--- src/sv/sbsh_pkg.sv ---
// ----------------------------------------------------------------------------
// sbsh_pkg
// shared types, constants and tables of the sha-256 byte stream hasher
// ----------------------------------------------------------------------------
package sbsh_pkg;

    localparam int BUF_DEPTH  = 16;
    localparam int HASH_DEPTH = 8;
    localparam int WORD_W     = 32;

    // controller states
    typedef enum logic [2:0] {
        ST_IDLE,
        ST_PAD_WORD,
        ST_PAD_ZERO,
        ST_PREP,
        ST_ROUND,
        ST_FINAL,
        ST_EMIT_RD,
        ST_EMIT_LD
    } state_t;

    // what follows the hash update of a block
    typedef enum logic [1:0] {
        FIN_DATA,
        FIN_PAD1,
        FIN_LAST
    } fin_kind_t;

    // controls from the sequencer to the compression datapath
    typedef struct packed {
        logic       load_w;
        logic       load_v;
        logic       round;
        logic       rotate;
        logic [5:0] round_idx;
    } ctl_t;

    function automatic logic [31:0] round_k(input logic [5:0] idx);
        logic [31:0] k;
        case (idx)
            6'd0:  k = 32'h428a2f98;  6'd1:  k = 32'h71374491;
            6'd2:  k = 32'hb5c0fbcf;  6'd3:  k = 32'he9b5dba5;
            6'd4:  k = 32'h3956c25b;  6'd5:  k = 32'h59f111f1;
            6'd6:  k = 32'h923f82a4;  6'd7:  k = 32'hab1c5ed5;
            6'd8:  k = 32'hd807aa98;  6'd9:  k = 32'h12835b01;
            6'd10: k = 32'h243185be;  6'd11: k = 32'h550c7dc3;
            6'd12: k = 32'h72be5d74;  6'd13: k = 32'h80deb1fe;
            6'd14: k = 32'h9bdc06a7;  6'd15: k = 32'hc19bf174;
            6'd16: k = 32'he49b69c1;  6'd17: k = 32'hefbe4786;
            6'd18: k = 32'h0fc19dc6;  6'd19: k = 32'h240ca1cc;
            6'd20: k = 32'h2de92c6f;  6'd21: k = 32'h4a7484aa;
            6'd22: k = 32'h5cb0a9dc;  6'd23: k = 32'h76f988da;
            6'd24: k = 32'h983e5152;  6'd25: k = 32'ha831c66d;
            6'd26: k = 32'hb00327c8;  6'd27: k = 32'hbf597fc7;
            6'd28: k = 32'hc6e00bf3;  6'd29: k = 32'hd5a79147;
            6'd30: k = 32'h06ca6351;  6'd31: k = 32'h14292967;
            6'd32: k = 32'h27b70a85;  6'd33: k = 32'h2e1b2138;
            6'd34: k = 32'h4d2c6dfc;  6'd35: k = 32'h53380d13;
            6'd36: k = 32'h650a7354;  6'd37: k = 32'h766a0abb;
            6'd38: k = 32'h81c2c92e;  6'd39: k = 32'h92722c85;
            6'd40: k = 32'ha2bfe8a1;  6'd41: k = 32'ha81a664b;
            6'd42: k = 32'hc24b8b70;  6'd43: k = 32'hc76c51a3;
            6'd44: k = 32'hd192e819;  6'd45: k = 32'hd6990624;
            6'd46: k = 32'hf40e3585;  6'd47: k = 32'h106aa070;
            6'd48: k = 32'h19a4c116;  6'd49: k = 32'h1e376c08;
            6'd50: k = 32'h2748774c;  6'd51: k = 32'h34b0bcb5;
            6'd52: k = 32'h391c0cb3;  6'd53: k = 32'h4ed8aa4a;
            6'd54: k = 32'h5b9cca4f;  6'd55: k = 32'h682e6ff3;
            6'd56: k = 32'h748f82ee;  6'd57: k = 32'h78a5636f;
            6'd58: k = 32'h84c87814;  6'd59: k = 32'h8cc70208;
            6'd60: k = 32'h90befffa;  6'd61: k = 32'ha4506ceb;
            6'd62: k = 32'hbef9a3f7;  6'd63: k = 32'hc67178f2;
            default: k = 32'h0;
        endcase
        return k;
    endfunction

    function automatic logic [31:0] init_h(input logic [2:0] idx);
        logic [31:0] h;
        case (idx)
            3'd0: h = 32'h6a09e667;
            3'd1: h = 32'hbb67ae85;
            3'd2: h = 32'h3c6ef372;
            3'd3: h = 32'ha54ff53a;
            3'd4: h = 32'h510e527f;
            3'd5: h = 32'h9b05688c;
            3'd6: h = 32'h1f83d9ab;
            3'd7: h = 32'h5be0cd19;
            default: h = 32'h0;
        endcase
        return h;
    endfunction

endpackage

--- src/sv/sbsh_ram.sv ---
// ----------------------------------------------------------------------------
// sbsh_ram
// simple dual-port synchronous ram, one write and one registered read port
// ----------------------------------------------------------------------------
module sbsh_ram #(
    parameter int WIDTH = 32,
    parameter int DEPTH = 16,
    parameter int AW    = $clog2(DEPTH)
) (
    input  logic             aclk,
    input  logic             we,
    input  logic [AW-1:0]    waddr,
    input  logic [WIDTH-1:0] wdata,
    input  logic [AW-1:0]    raddr,
    output logic [WIDTH-1:0] rdata
);

    logic [WIDTH-1:0] mem [DEPTH];

    always_ff @(posedge aclk) begin
        if (we) begin
            mem[waddr] <= wdata;
        end
        rdata <= mem[raddr];
    end

endmodule

--- src/sv/sbsh_compress.sv ---
// ----------------------------------------------------------------------------
// sbsh_compress
// sha-256 round datapath: working variables and rolling message schedule
// ----------------------------------------------------------------------------
module sbsh_compress (
    input  logic          aclk,
    input  sbsh_pkg::ctl_t ctl,
    input  logic [31:0]   buf_rdata,
    input  logic [31:0]   hash_rdata,
    output logic [31:0]   v0
);

    logic [31:0] v_reg   [8];
    logic [31:0] win_reg [16];

    logic [31:0] s0, s1, bs0, bs1, ch, maj, t1, t2, w_new;

    function automatic logic [31:0] rotr(input logic [31:0] x, input int n);
        logic [63:0] d;
        d = {x, x} >> n;
        return d[31:0];
    endfunction

    // schedule: window holds w[t] .. w[t+15], w[t] sits at slot 0
    always_comb begin
        s0    = rotr(win_reg[1], 7) ^ rotr(win_reg[1], 18) ^ (win_reg[1] >> 3);
        s1    = rotr(win_reg[14], 17) ^ rotr(win_reg[14], 19) ^ (win_reg[14] >> 10);
        w_new = win_reg[0] + s0 + win_reg[9] + s1;
    end

    // round function
    always_comb begin
        bs1 = rotr(v_reg[4], 6) ^ rotr(v_reg[4], 11) ^ rotr(v_reg[4], 25);
        bs0 = rotr(v_reg[0], 2) ^ rotr(v_reg[0], 13) ^ rotr(v_reg[0], 22);
        ch  = (v_reg[4] & v_reg[5]) ^ (~v_reg[4] & v_reg[6]);
        maj = (v_reg[0] & v_reg[1]) ^ (v_reg[0] & v_reg[2]) ^ (v_reg[1] & v_reg[2]);
        t1  = v_reg[7] + bs1 + ch + sbsh_pkg::round_k(ctl.round_idx) + win_reg[0];
        t2  = bs0 + maj;
    end

    always_ff @(posedge aclk) begin
        if (ctl.load_w || ctl.round) begin
            for (int i = 0; i < 15; i++) begin
                win_reg[i] <= win_reg[i+1];
            end
            win_reg[15] <= ctl.load_w ? buf_rdata : w_new;
        end
        if (ctl.load_v) begin
            for (int i = 1; i < 8; i++) begin
                v_reg[i] <= v_reg[i-1];
            end
            v_reg[0] <= hash_rdata;
        end else if (ctl.round) begin
            v_reg[7] <= v_reg[6];
            v_reg[6] <= v_reg[5];
            v_reg[5] <= v_reg[4];
            v_reg[4] <= v_reg[3] + t1;
            v_reg[3] <= v_reg[2];
            v_reg[2] <= v_reg[1];
            v_reg[1] <= v_reg[0];
            v_reg[0] <= t1 + t2;
        end else if (ctl.rotate) begin
            for (int i = 0; i < 7; i++) begin
                v_reg[i] <= v_reg[i+1];
            end
            v_reg[7] <= v_reg[0];
        end
    end

    assign v0 = v_reg[0];

endmodule

--- src/sv/sha256_byte_stream_hasher.sv ---
// ----------------------------------------------------------------------------
// sha256_byte_stream_hasher
// sha-256 of a byte stream, digest given out as eight 32-bit words
// ----------------------------------------------------------------------------
// The block takes a message one byte per input item and hashes it with
// standard SHA-256. Bytes are packed big-endian into a 16-word block ram;
// a plain byte item is taken while the block is idle. The 64th byte of a
// block starts a compression: the block loads the schedule window and
// working variables from the block ram and the hash ram, runs the 64 rounds,
// one round per cycle, and adds the result back into the hash ram, taking no
// item meanwhile. An item with last set pads the block (the 0x80 word, then
// zero or length words in the remaining slots), runs one compression, or two
// when 56 or more bytes sit in the partial block, and then reads out the
// digest one word at a time, word 0 first, final_word marking word 7. The
// next message may start while the last digest word still waits on the
// result port. An item with neither a byte nor last has no effect. The hash
// ram starts from the initial hash values through per-entry valid flags,
// which the end of every digest clears.
// ----------------------------------------------------------------------------
module sha256_byte_stream_hasher (
    input  logic        aclk,
    input  logic        aresetn,
    // byte items
    input  logic        s_valid,
    output logic        s_ready,
    input  logic [7:0]  s_data,
    input  logic        s_data_present,
    input  logic        s_last,
    // digest words
    output logic        m_valid,
    input  logic        m_ready,
    output logic [31:0] m_digest_word,
    output logic [2:0]  m_word_index,
    output logic        m_final_word
);

    sbsh_pkg::state_t    state_reg, state_next;
    sbsh_pkg::fin_kind_t fin_kind_reg, fin_kind_next;

    logic [5:0]  cnt_reg, cnt_next;
    logic [63:0] count_reg, count_next;
    logic [31:0] word_reg, word_next;
    logic        last_pend_reg, last_pend_next;
    logic        len_en_reg, len_en_next;
    logic [7:0]  hv_valid_reg, hv_valid_next;

    logic        m_valid_reg;
    logic [31:0] m_word_reg;
    logic [2:0]  m_index_reg;
    logic        m_final_reg;
    logic        m_load;

    // ram ports
    logic        buf_we;
    logic [3:0]  buf_waddr, buf_raddr;
    logic [31:0] buf_wdata, buf_rdata;
    logic        hash_we;
    logic [2:0]  hash_waddr, hash_raddr;
    logic [31:0] hash_wdata, hash_ram_rdata, hash_rd;
    logic        hv_fresh_reg;
    logic [31:0] iv_reg;

    sbsh_pkg::ctl_t ctl;
    logic [31:0] v0;

    logic        accept;
    logic        block_full;
    logic        emit_go;
    logic [1:0]  lane;
    logic [31:0] byte_word, pad_word;
    logic [31:0] len_hi, len_lo;

    assign accept     = s_valid && s_ready;
    assign lane       = count_reg[1:0];
    // this byte closes a 64-byte block
    assign block_full = s_data_present && (count_reg[5:0] == 6'd63);
    assign emit_go    = !m_valid_reg || m_ready;
    // message length in bits, modulo 2^64
    assign len_hi     = count_reg[60:29];
    assign len_lo     = {count_reg[28:0], 3'b000};

    // byte packing, the first byte of a word clears it
    assign byte_word = ((lane == 2'd0) ? 32'h0 : word_reg)
                     | ({24'h0, s_data} << {~lane, 3'b000});
    assign pad_word  = ((lane == 2'd0) ? 32'h0 : word_reg)
                     | (32'h0000_0080 << {~lane, 3'b000});

    // entries never written since the last digest read as the initial value
    assign hash_rd = hv_fresh_reg ? iv_reg : hash_ram_rdata;

    // ------------------------------------------------------------------------
    // next state
    // ------------------------------------------------------------------------
    always_comb begin
        state_next = state_reg;
        case (state_reg)
            sbsh_pkg::ST_IDLE: begin
                if (accept) begin
                    if (block_full) begin
                        state_next = sbsh_pkg::ST_PREP;
                    end else if (s_last) begin
                        state_next = sbsh_pkg::ST_PAD_WORD;
                    end
                end
            end
            sbsh_pkg::ST_PAD_WORD: begin
                state_next = sbsh_pkg::ST_PAD_ZERO;
            end
            sbsh_pkg::ST_PAD_ZERO: begin
                if (cnt_reg[4]) begin
                    state_next = sbsh_pkg::ST_PREP;
                end
            end
            sbsh_pkg::ST_PREP: begin
                if (cnt_reg == 6'd16) begin
                    state_next = sbsh_pkg::ST_ROUND;
                end
            end
            sbsh_pkg::ST_ROUND: begin
                if (cnt_reg == 6'd63) begin
                    state_next = sbsh_pkg::ST_FINAL;
                end
            end
            sbsh_pkg::ST_FINAL: begin
                if (cnt_reg == 6'd8) begin
                    case (fin_kind_reg)
                        sbsh_pkg::FIN_DATA: begin
                            state_next = last_pend_reg ? sbsh_pkg::ST_PAD_WORD
                                                       : sbsh_pkg::ST_IDLE;
                        end
                        sbsh_pkg::FIN_PAD1: state_next = sbsh_pkg::ST_PAD_ZERO;
                        sbsh_pkg::FIN_LAST: state_next = sbsh_pkg::ST_EMIT_RD;
                        default:            state_next = sbsh_pkg::ST_IDLE;
                    endcase
                end
            end
            sbsh_pkg::ST_EMIT_RD: begin
                if (emit_go) begin
                    state_next = sbsh_pkg::ST_EMIT_LD;
                end
            end
            sbsh_pkg::ST_EMIT_LD: begin
                state_next = (cnt_reg == 6'd7) ? sbsh_pkg::ST_IDLE : sbsh_pkg::ST_EMIT_RD;
            end
            default: state_next = sbsh_pkg::ST_IDLE;
        endcase
    end

    // ------------------------------------------------------------------------
    // outputs and datapath controls
    // ------------------------------------------------------------------------
    always_comb begin
        s_ready        = 1'b0;
        buf_we         = 1'b0;
        buf_waddr      = count_reg[5:2];
        buf_wdata      = byte_word;
        buf_raddr      = cnt_reg[3:0];
        hash_we        = 1'b0;
        hash_waddr     = cnt_reg[2:0] - 3'd1;
        hash_wdata     = hash_rd + v0;
        hash_raddr     = cnt_reg[2:0];
        ctl            = '0;
        ctl.round_idx  = cnt_reg;
        m_load         = 1'b0;
        cnt_next       = cnt_reg;
        count_next     = count_reg;
        word_next      = word_reg;
        fin_kind_next  = fin_kind_reg;
        last_pend_next = last_pend_reg;
        len_en_next    = len_en_reg;
        hv_valid_next  = hv_valid_reg;

        case (state_reg)
            sbsh_pkg::ST_IDLE: begin
                s_ready  = 1'b1;
                cnt_next = 6'd0;
                if (accept && s_data_present) begin
                    buf_we     = (lane == 2'd3);
                    word_next  = byte_word;
                    count_next = count_reg + 64'd1;
                end
                if (accept && block_full) begin
                    fin_kind_next  = sbsh_pkg::FIN_DATA;
                    last_pend_next = s_last;
                end
            end
            sbsh_pkg::ST_PAD_WORD: begin
                // 0x80 after the last byte, then zero or length words
                buf_we      = 1'b1;
                buf_wdata   = pad_word;
                cnt_next    = {2'b00, count_reg[5:2]} + 6'd1;
                len_en_next = (count_reg[5:3] != 3'd7);
            end
            sbsh_pkg::ST_PAD_ZERO: begin
                if (cnt_reg[4]) begin
                    cnt_next      = 6'd0;
                    fin_kind_next = len_en_reg ? sbsh_pkg::FIN_LAST : sbsh_pkg::FIN_PAD1;
                end else begin
                    buf_we    = 1'b1;
                    buf_waddr = cnt_reg[3:0];
                    if (len_en_reg && (cnt_reg[3:0] == 4'd14)) begin
                        buf_wdata = len_hi;
                    end else if (len_en_reg && (cnt_reg[3:0] == 4'd15)) begin
                        buf_wdata = len_lo;
                    end else begin
                        buf_wdata = 32'h0;
                    end
                    cnt_next = cnt_reg + 6'd1;
                end
            end
            sbsh_pkg::ST_PREP: begin
                // window from the block ram, working variables h7 first
                hash_raddr = ~cnt_reg[2:0];
                ctl.load_w = (cnt_reg != 6'd0);
                ctl.load_v = (cnt_reg != 6'd0) && (cnt_reg <= 6'd8);
                cnt_next   = (cnt_reg == 6'd16) ? 6'd0 : cnt_reg + 6'd1;
            end
            sbsh_pkg::ST_ROUND: begin
                ctl.round = 1'b1;
                cnt_next  = cnt_reg + 6'd1;
            end
            sbsh_pkg::ST_FINAL: begin
                // read h[i], then write h[i] + v[i] while v rotates past slot 0
                if (cnt_reg != 6'd0) begin
                    hash_we    = 1'b1;
                    ctl.rotate = 1'b1;
                    hv_valid_next[hash_waddr] = 1'b1;
                end
                cnt_next = (cnt_reg == 6'd8) ? 6'd0 : cnt_reg + 6'd1;
                if ((cnt_reg == 6'd8) && (fin_kind_reg == sbsh_pkg::FIN_PAD1)) begin
                    len_en_next = 1'b1;
                end
            end
            sbsh_pkg::ST_EMIT_RD: begin
                // waits here until the output register is free next cycle
            end
            sbsh_pkg::ST_EMIT_LD: begin
                m_load = 1'b1;
                if (cnt_reg == 6'd7) begin
                    cnt_next      = 6'd0;
                    count_next    = 64'd0;
                    hv_valid_next = 8'h00;
                end else begin
                    cnt_next = cnt_reg + 6'd1;
                end
            end
            default: begin
            end
        endcase
    end

    // ------------------------------------------------------------------------
    // registers
    // ------------------------------------------------------------------------
    always_ff @(posedge aclk) begin
        if (!aresetn) begin
            state_reg     <= sbsh_pkg::ST_IDLE;
            fin_kind_reg  <= sbsh_pkg::FIN_DATA;
            cnt_reg       <= 6'd0;
            count_reg     <= 64'd0;
            last_pend_reg <= 1'b0;
            len_en_reg    <= 1'b0;
            hv_valid_reg  <= 8'h00;
            m_valid_reg   <= 1'b0;
        end else begin
            state_reg     <= state_next;
            fin_kind_reg  <= fin_kind_next;
            cnt_reg       <= cnt_next;
            count_reg     <= count_next;
            last_pend_reg <= last_pend_next;
            len_en_reg    <= len_en_next;
            hv_valid_reg  <= hv_valid_next;
            if (m_load) begin
                m_valid_reg <= 1'b1;
            end else if (m_ready) begin
                m_valid_reg <= 1'b0;
            end
        end
    end

    // payload registers
    always_ff @(posedge aclk) begin
        word_reg     <= word_next;
        hv_fresh_reg <= !hv_valid_reg[hash_raddr];
        iv_reg       <= sbsh_pkg::init_h(hash_raddr);
        if (m_load) begin
            m_word_reg  <= hash_rd;
            m_index_reg <= cnt_reg[2:0];
            m_final_reg <= (cnt_reg == 6'd7);
        end
    end

    // ------------------------------------------------------------------------
    // memories and round datapath
    // ------------------------------------------------------------------------
    sbsh_ram #(
        .WIDTH (sbsh_pkg::WORD_W),
        .DEPTH (sbsh_pkg::BUF_DEPTH)
    ) u_block_ram (
        .aclk  (aclk),
        .we    (buf_we),
        .waddr (buf_waddr),
        .wdata (buf_wdata),
        .raddr (buf_raddr),
        .rdata (buf_rdata)
    );

    sbsh_ram #(
        .WIDTH (sbsh_pkg::WORD_W),
        .DEPTH (sbsh_pkg::HASH_DEPTH)
    ) u_hash_ram (
        .aclk  (aclk),
        .we    (hash_we),
        .waddr (hash_waddr),
        .wdata (hash_wdata),
        .raddr (hash_raddr),
        .rdata (hash_ram_rdata)
    );

    sbsh_compress u_compress (
        .aclk       (aclk),
        .ctl        (ctl),
        .buf_rdata  (buf_rdata),
        .hash_rdata (hash_rd),
        .v0         (v0)
    );

    assign m_valid       = m_valid_reg;
    assign m_digest_word = m_word_reg;
    assign m_word_index  = m_index_reg;
    assign m_final_word  = m_final_reg;

endmodule
--- config.mk ---
export PLATFORM = sky130hd
export DESIGN_NAME = sha256_byte_stream_hasher
export DESIGN_NICKNAME = d
export VERILOG_FILES = /design/src/sv/sbsh_pkg.sv /design/src/sv/sbsh_ram.sv /design/src/sv/sbsh_compress.sv /design/src/sv/sha256_byte_stream_hasher.sv
export SDC_FILE = /design/constraint.sdc
export NUM_CORES = 2
export LEC_CHECK = 0
export ABC_AREA = 1
export BUFFER_PORTS_ARGS = -buffer_cell sky130_fd_sc_hd__buf_2
export CORE_MARGIN = 3
export CORE_UTILIZATION = 35
export DETAILED_ROUTE_END_ITERATION = 10
export PLACE_DENSITY = 0.56
export RECOVER_POWER = 50
export SYNTH_ARGS = -nofsm -noshare
export SYNTH_HDL_FRONTEND = slang
export SYNTH_SLANG_ARGS = --single-unit
--- constraint.sdc ---
create_clock -name aclk -period 17.78 [get_ports aclk]
set_input_delay 1.778 -clock aclk [delete_from_list [all_inputs] [get_ports aclk]]
set_output_delay 1.778 -clock aclk [all_outputs]
set_load 0.03 [all_outputs]
======== Yosys cells after proc, flatten, opt, wreduce, memory -nomap -nowiden ========
Memory sizes are Yosys's and may differ from the RTL's. A register that Yosys moved wholly into a read port is not among the register bits.
Index checks and enable logic that the tools add are counted.
operators by class
  add/subtract/negate cells ............... 15
  order comparisons ....................... 4
  equal/unequal tests ..................... 30
  shifts and indexed selects .............. 2
  mux-type cells .......................... 86
  bitwise operators ....................... 38
  reduce and logical (&&, ||, !) cells .... 30
operator list
  operator                                          count
  two-way mux 32 bit                                22
  adder 32 bit                                      11
  XOR 32 bit                                        9
  bitwise AND 32 bit                                5
  two-way mux 64 bit                                2
  one-hot mux 64 bit (2 select lines)               1
  adder 64 x 1 -> 64 bit, second input constant     1
  OR 32 bit                                         2
  one-hot mux 32 bit (2 select lines)               1
  one-hot mux 6 bit (7 select lines)                1
  two-way mux 6 bit                                 6
  inverter 32 bit                                   1
  left shift 8 x 5 -> 32 bit                        1
  left shift 8 x 5 -> 32 bit, first input constant  1
  XOR 32 x 22 -> 32 bit                             1
  XOR 32 x 29 -> 32 bit                             1
  two-way mux 3 bit                                 10
  two-way mux 1 bit                                 27
  one-hot mux 3 bit (8 select lines)                1
  != test 2 bit, second input constant              11
  two-way mux 8 bit                                 2
  OR 1 bit                                          16
  one-hot mux 8 bit (2 select lines)                1
  equality test 3 bit, second input constant        4
  38 further kinds                                  67
word-level totals
  bits in registers ....................... 187
  RAM bits ................................ 1536
  ROM bits ................................ 2296
  input port bits ......................... 14
  output and inout port bits .............. 38
  logic and storage cells ................. 225
  memories ................................ 6
memories
  memory              depth  width  rd ports  clocked after memory_dff  wr ports  line                 text
  (name not given)    64     32     1         1                         0         sbsh_pkg.sv:41       case (idx)
  u_block_ram.mem     16     32     1         1                         1         sbsh_ram.sv:18       logic [WIDTH-1:0] mem [DEPTH];
  u_compress.win_reg  16     32     16        0                         16        sbsh_compress.sv:14  logic [31:0] win_reg [16];
  u_compress.v_reg    8      32     8         0                         8         sbsh_compress.sv:13  logic [31:0] v_reg [8];
  u_hash_ram.mem      8      32     1         1                         1         sbsh_ram.sv:18
  (name not given)    8      31     1         1                         0         sbsh_pkg.sv:81       case (idx)

======== Depth between registers and ports, before layout ========
An unclocked memory read counts as a cell.
  depth after elaboration ................. 10
  depth in mapped cells ................... 37
  depth with buffers taken out ............ 37

======== By module ========
A second synthesis with hierarchy kept.
second synthesis, totals
  cell total of the unflattened synthesis .. 9346
  area total of the unflattened synthesis .. 91247.5 µm²
modules (own cells, without submodules)
  module                     instances  cells each  area each (µm²)  seq. area each (µm²)
  sbsh_compress              1          4378        44791.7          23062.1
  sbsh_ram (u_block_ram)     1          2120        22730.6          16015.4
  sbsh_ram (u_hash_ram)      1          1156        11872.6          8328.0
  sha256_byte_stream_hasher  1          1692        11852.6          4324.1

======== Worst setup path before layout ========
No wires, ideal clock.
  kind .................................... register -> register
  from .................................... reg cnt_reg[0]
  to ...................................... mem u_compress.win_reg[0][0] (enable)
  library setup time ...................... 3.639 ns
  data arrival time ....................... 10.667 ns
  data required time ...................... 14.141 ns
  setup slack ............................. 3.474 ns
  stages on the path, launching flop included .. 12
  path buffers ............................ 6
  clock period less this slack ............ 14.306 ns
  cell sequence ........................... dfxtp_1 clkbuf_1 inv_1 buf_2 clkbuf_1 clkbuf_1 clkbuf_1 ha_1 nand3_1 nand2_1 buf_1 nand2_1
RTL lines
  item                    line                              text
  start, declared         sha256_byte_stream_hasher.sv:40   logic [5:0] cnt_reg, cnt_next;
  start signal, assigned  sha256_byte_stream_hasher.sv:268  cnt_reg <= cnt_next;
  end, declared           sbsh_compress.sv:14

==> summary.md <==
| Metric | Value |
|---|---|
| CTS Hold Bufs | `0` |
| Startpoint Class | `register` |
| TritonCTS buffer count | `196` |
| Initial core utilization | `35.3%` |
| Setup bufs post-CTS | `0` |
| Largest net degree at the start of global routing | `between 200 and 250` |
| Cell Area, Placed | `92300 µm²` |
| Worst hold path type | `register to register` |
| Synth Area in Compound Gates | `under 10%` |
| Critical Path RT | `18.50 ns` |
| Starting DRT DRC Count | `between 6k and 7k` |
| Dpl hpwl | `203000 µm` |
| Clock Pin Slew Worst Setup and Hold Paths | `0.06 ns` |
| Vias in the first global route | `60.7k` |
| Die Y | `between 500 and 600 µm` |
| Final setup fails | `0` |
| Xor/xnor share of the synthesized area | `3.60%` |
| Post-synthesis mux area share | `0.216%` |
| Achievable Freq | `~0.086 GHz` |
| Core footprint | `250000 µm²` |
| Synth Area in Adders | `7.00%` |
| Pre-CTS setup slack | `10.52 ns` |
| Inst Count DP | `11.6k` |
| Number of non-filler instances in the completed layout | `between 10k and 15k` |
| PostCTS Resize Cnt | `0` |
| Total track usage | `roughly 22%` |
| Synth Net Count | `8887` |
| Root buf cell | `clkbuf_16` |
| Chip Width | `508 µm` |
| Initial antenna violation count | `10` |
| Total Nets Final | `8876` |
| R2r worst-path depth | `16` |
| H-tree depth | `4` |
| First-pass GRT wire length | `421000 µm` |
| Synthesized area per cell | `10.4 µm²` |
| Outcome | `complete, but fails checks` |
| Antenna viol nets, final | `0` |
| CP Capture Type | `register` |
| Final GP Congestion | `around 0.95` |
| Clk_skew | `around 0.077 ns` |
| I/O Pins | `52` |
| Max clock buf depth | `3` |
| Synthesized cell area | `88200 µm²` |
| MaxCap Viol Count | `36` |
| Area grow syn2layout | `11.3%` |
| PnR worst setup slack | `6.10 ns` |
| Final cycle utilization of the critical path | `65.7%` |
| Share of layout cells above drive strength 1 | `5.29%` |
| Total gr overflow | `0` |
| EDFF count, synth | `1604` |
| Hold-critical path depth | `0` |
| Failing checks | `max-capacitance violations, max-slew violations` |
| Seq cells post-synth | `approximately 1.8k` |
| Post-synth top flop | `edfxtp_1` |
| Global Route met2 Usage | `34.9%` |
| Total negative slack | `0 ns` |
| Ys Warns | `0` |
| # fillers | `24.4k` |
| Vias per cell | `5.28` |
| Slew Limit Fails | `1387` |
| Slew @ Worst Pin | `7.34 ns` |
| Netlist cell types | `66` |
| RSZ-0062 raised after global routing | `no` |
| Clk_lat worst skew | `0.86 ns` |
| Drt first pass iters | `6` |
| PortBufs | `a little over 50` |
| Final Hold Vio Count | `0` |
| Routed length per instance | `around 24 µm` |
| Main combinational cell family by area after synthesis | `simple AND/OR/NAND/NOR gates` |
| TritonCTS clock tree | `done` |
| Grt met1 use | `a little under a third` |
| Critical path class | `register to register` |
| Simple-gate share of the synthesized area | `14.5%` |
| WL final | `291000 µm` |
| Crit Path Max Fanout | `around 110` |
| Vias | `63.3k` |
| Min Clock Period, post-route | `11.68 ns` |
| CP Data Arrival Time | `about 12 ns` |
| DRC Markers | `0` |
| Row Count | `~180` |
| Max transition margin | `-389%` |
| GRT Max-Usage Layer | `met2` |
| Post-Syn Instances | `about 8.5k` |
| Fraction of registers with async set/reset | `0%` |
| Clk sinks | `approximately 1.8k` |
| Total die area | `roughly 260000 µm²` |
| Register area share after synthesis | `59.3%` |
| Final Instance Area | `98200 µm²` |
| GRT met3 Usage | `3.29%` |
worst paths after layout:
| path | from | to | slack, ns |
|---|---|---|---|
| worst min register to register | u_compress.win_reg[2][40]$_DFFE_PP_ | u_compress.win_reg[2][8]$_DFFE_PP_ | 0.37 |
| worst min-delay path | u_compress.win_reg[2][40]$_DFFE_PP_ | u_compress.win_reg[2][8]$_DFFE_PP_ | 0.37 |
| worst max-delay path | cnt_reg[0]$_SDFFE_PN0N_ | register | 6.10 |
| worst max register to register | cnt_reg[0]$_SDFFE_PN0N_ | register | 6.10 |
metal layers:
layer	share of wire [%]	vias to the layer above
li1	-	29000
met5	0.0024	-
met4	3.2	2
met1	44	31500
met2	46	2357
met3	6.5	422
placed cells by master, fill, tap and decap left out, drive strengths merged, types with 8 or more instances in the layout:
cell type	count
edfxtp	1604
nand2	1581
inv	932
o21ai	875
nor2	843
nand3	406
clkbuf	329
a21oi	283
dfxtp	210
ha	192
xor2	191
fa	188
xnor2	170
o22ai	143
nand4	117
clkinv	82
nor3	81
buf	76
o2111ai	55
a31oi	33
a21o	30
o21a	27
or2	26
o211ai	21
o21bai	20
mux2i	19
nor4	18
bufinv	13
clkinvlp	10
a21boi	9
o221ai	8
nand3b	8
critical path: stages (launching register included):
cell and delay, ns:
dfxtp_1 1.86, clkinvlp_2 3.85, ha_1 1.45, nand3_1 0.26, nand3_1 0.09, o21ai_0 0.08
nor2_1 0.06, nand3_1 0.09, nand2_2 0.05, buf_4 0.38, inv_2 0.11, clkbuf_1 1.84
nand2_1 0.61, nand2_1 0.36, nand2_1 0.14, nand3_1 0.12, nand2_1 0.09
stage by stage:
stage	hold WS, ns	util, %
after floorplan	0.400	-
after global placement	0.400	37.0
after detailed placement	0.405	37.0
after CTS	0.365	39.5
after global routing	0.377	39.3
final	0.371	39.3
area by class of cell:
| cell class | instances | area [µm²] | share of cell area [%] |
|---|---|---|---|
| antenna | 1 | 2.50 | 0.00255 |
| clock buffer | 255 | 5280 | 5.37 |
| clock inverter | 105 | 1100 | 1.12 |
| inverter | 932 | 3510 | 3.57 |
| multi-input combinational | 5388 | 31000 | 31.5 |
| sequential | 1814 | 52400 | 53.3 |
| tap | 3330 | 4170 | 4.24 |
| timing repair buffer | 150 | 831 | 0.846 |
cell families (layout without fill, tap and decap cells):
family | count (synthesis) | after routing
adder cells (fa/ha/maj) | 381 | 381
AO/OA/AOI/OAI | 1538 | 1538
buffers and inverters | 1291 | 1442
other | 0 | 1
multiplexers | 19 | 19
flip-flops | 1814 | 1814
XOR/XNOR | 361 | 361
AND/OR/NAND/NOR | 3089 | 3089
synthesized netlist by cell type (all sizes together) (2+ instances only):
library cell / number / area [µm²]
a2111o: 6 / 67.6
a2111oi: 3 / 26.3
a211oi: 5 / 37.5
a21boi: 9 / 67.6
a21o: 30 / 225
a21oi: 283 / 1420
a31o: 6 / 52.6
a31oi: 33 / 213
and3: 2 / 12.5
buf: 90 / 447
clkbuf: 269 / 1010
clkinv: 2 / 7.51
dfxtp: 210 / 4200
edfxtp: 1604 / 48200
fa: 188 / 3760
ha: 192 / 2400
inv: 930 / 3490
mux2i: 19 / 190
nand2: 1581 / 5970
nand3: 406 / 2070
nand3b: 8 / 60.1
nand4: 117 / 732
nor2: 843 / 3230
nor3: 81 / 405
nor3b: 5 / 37.5
nor4: 18 / 113
o2111ai: 55 / 482
o211ai: 21 / 158
o21a: 27 / 203
o21ai: 875 / 4380
o21bai: 20 / 150
o221ai: 8 / 70.1
o22ai: 143 / 895
o311ai: 3 / 26.3
or2: 26 / 163
xnor2: 170 / 1490
xor2: 191 / 1690
Power is not shown: default switching activity piles up to over one toggle a cycle in this logic, so the estimate is an artifact.
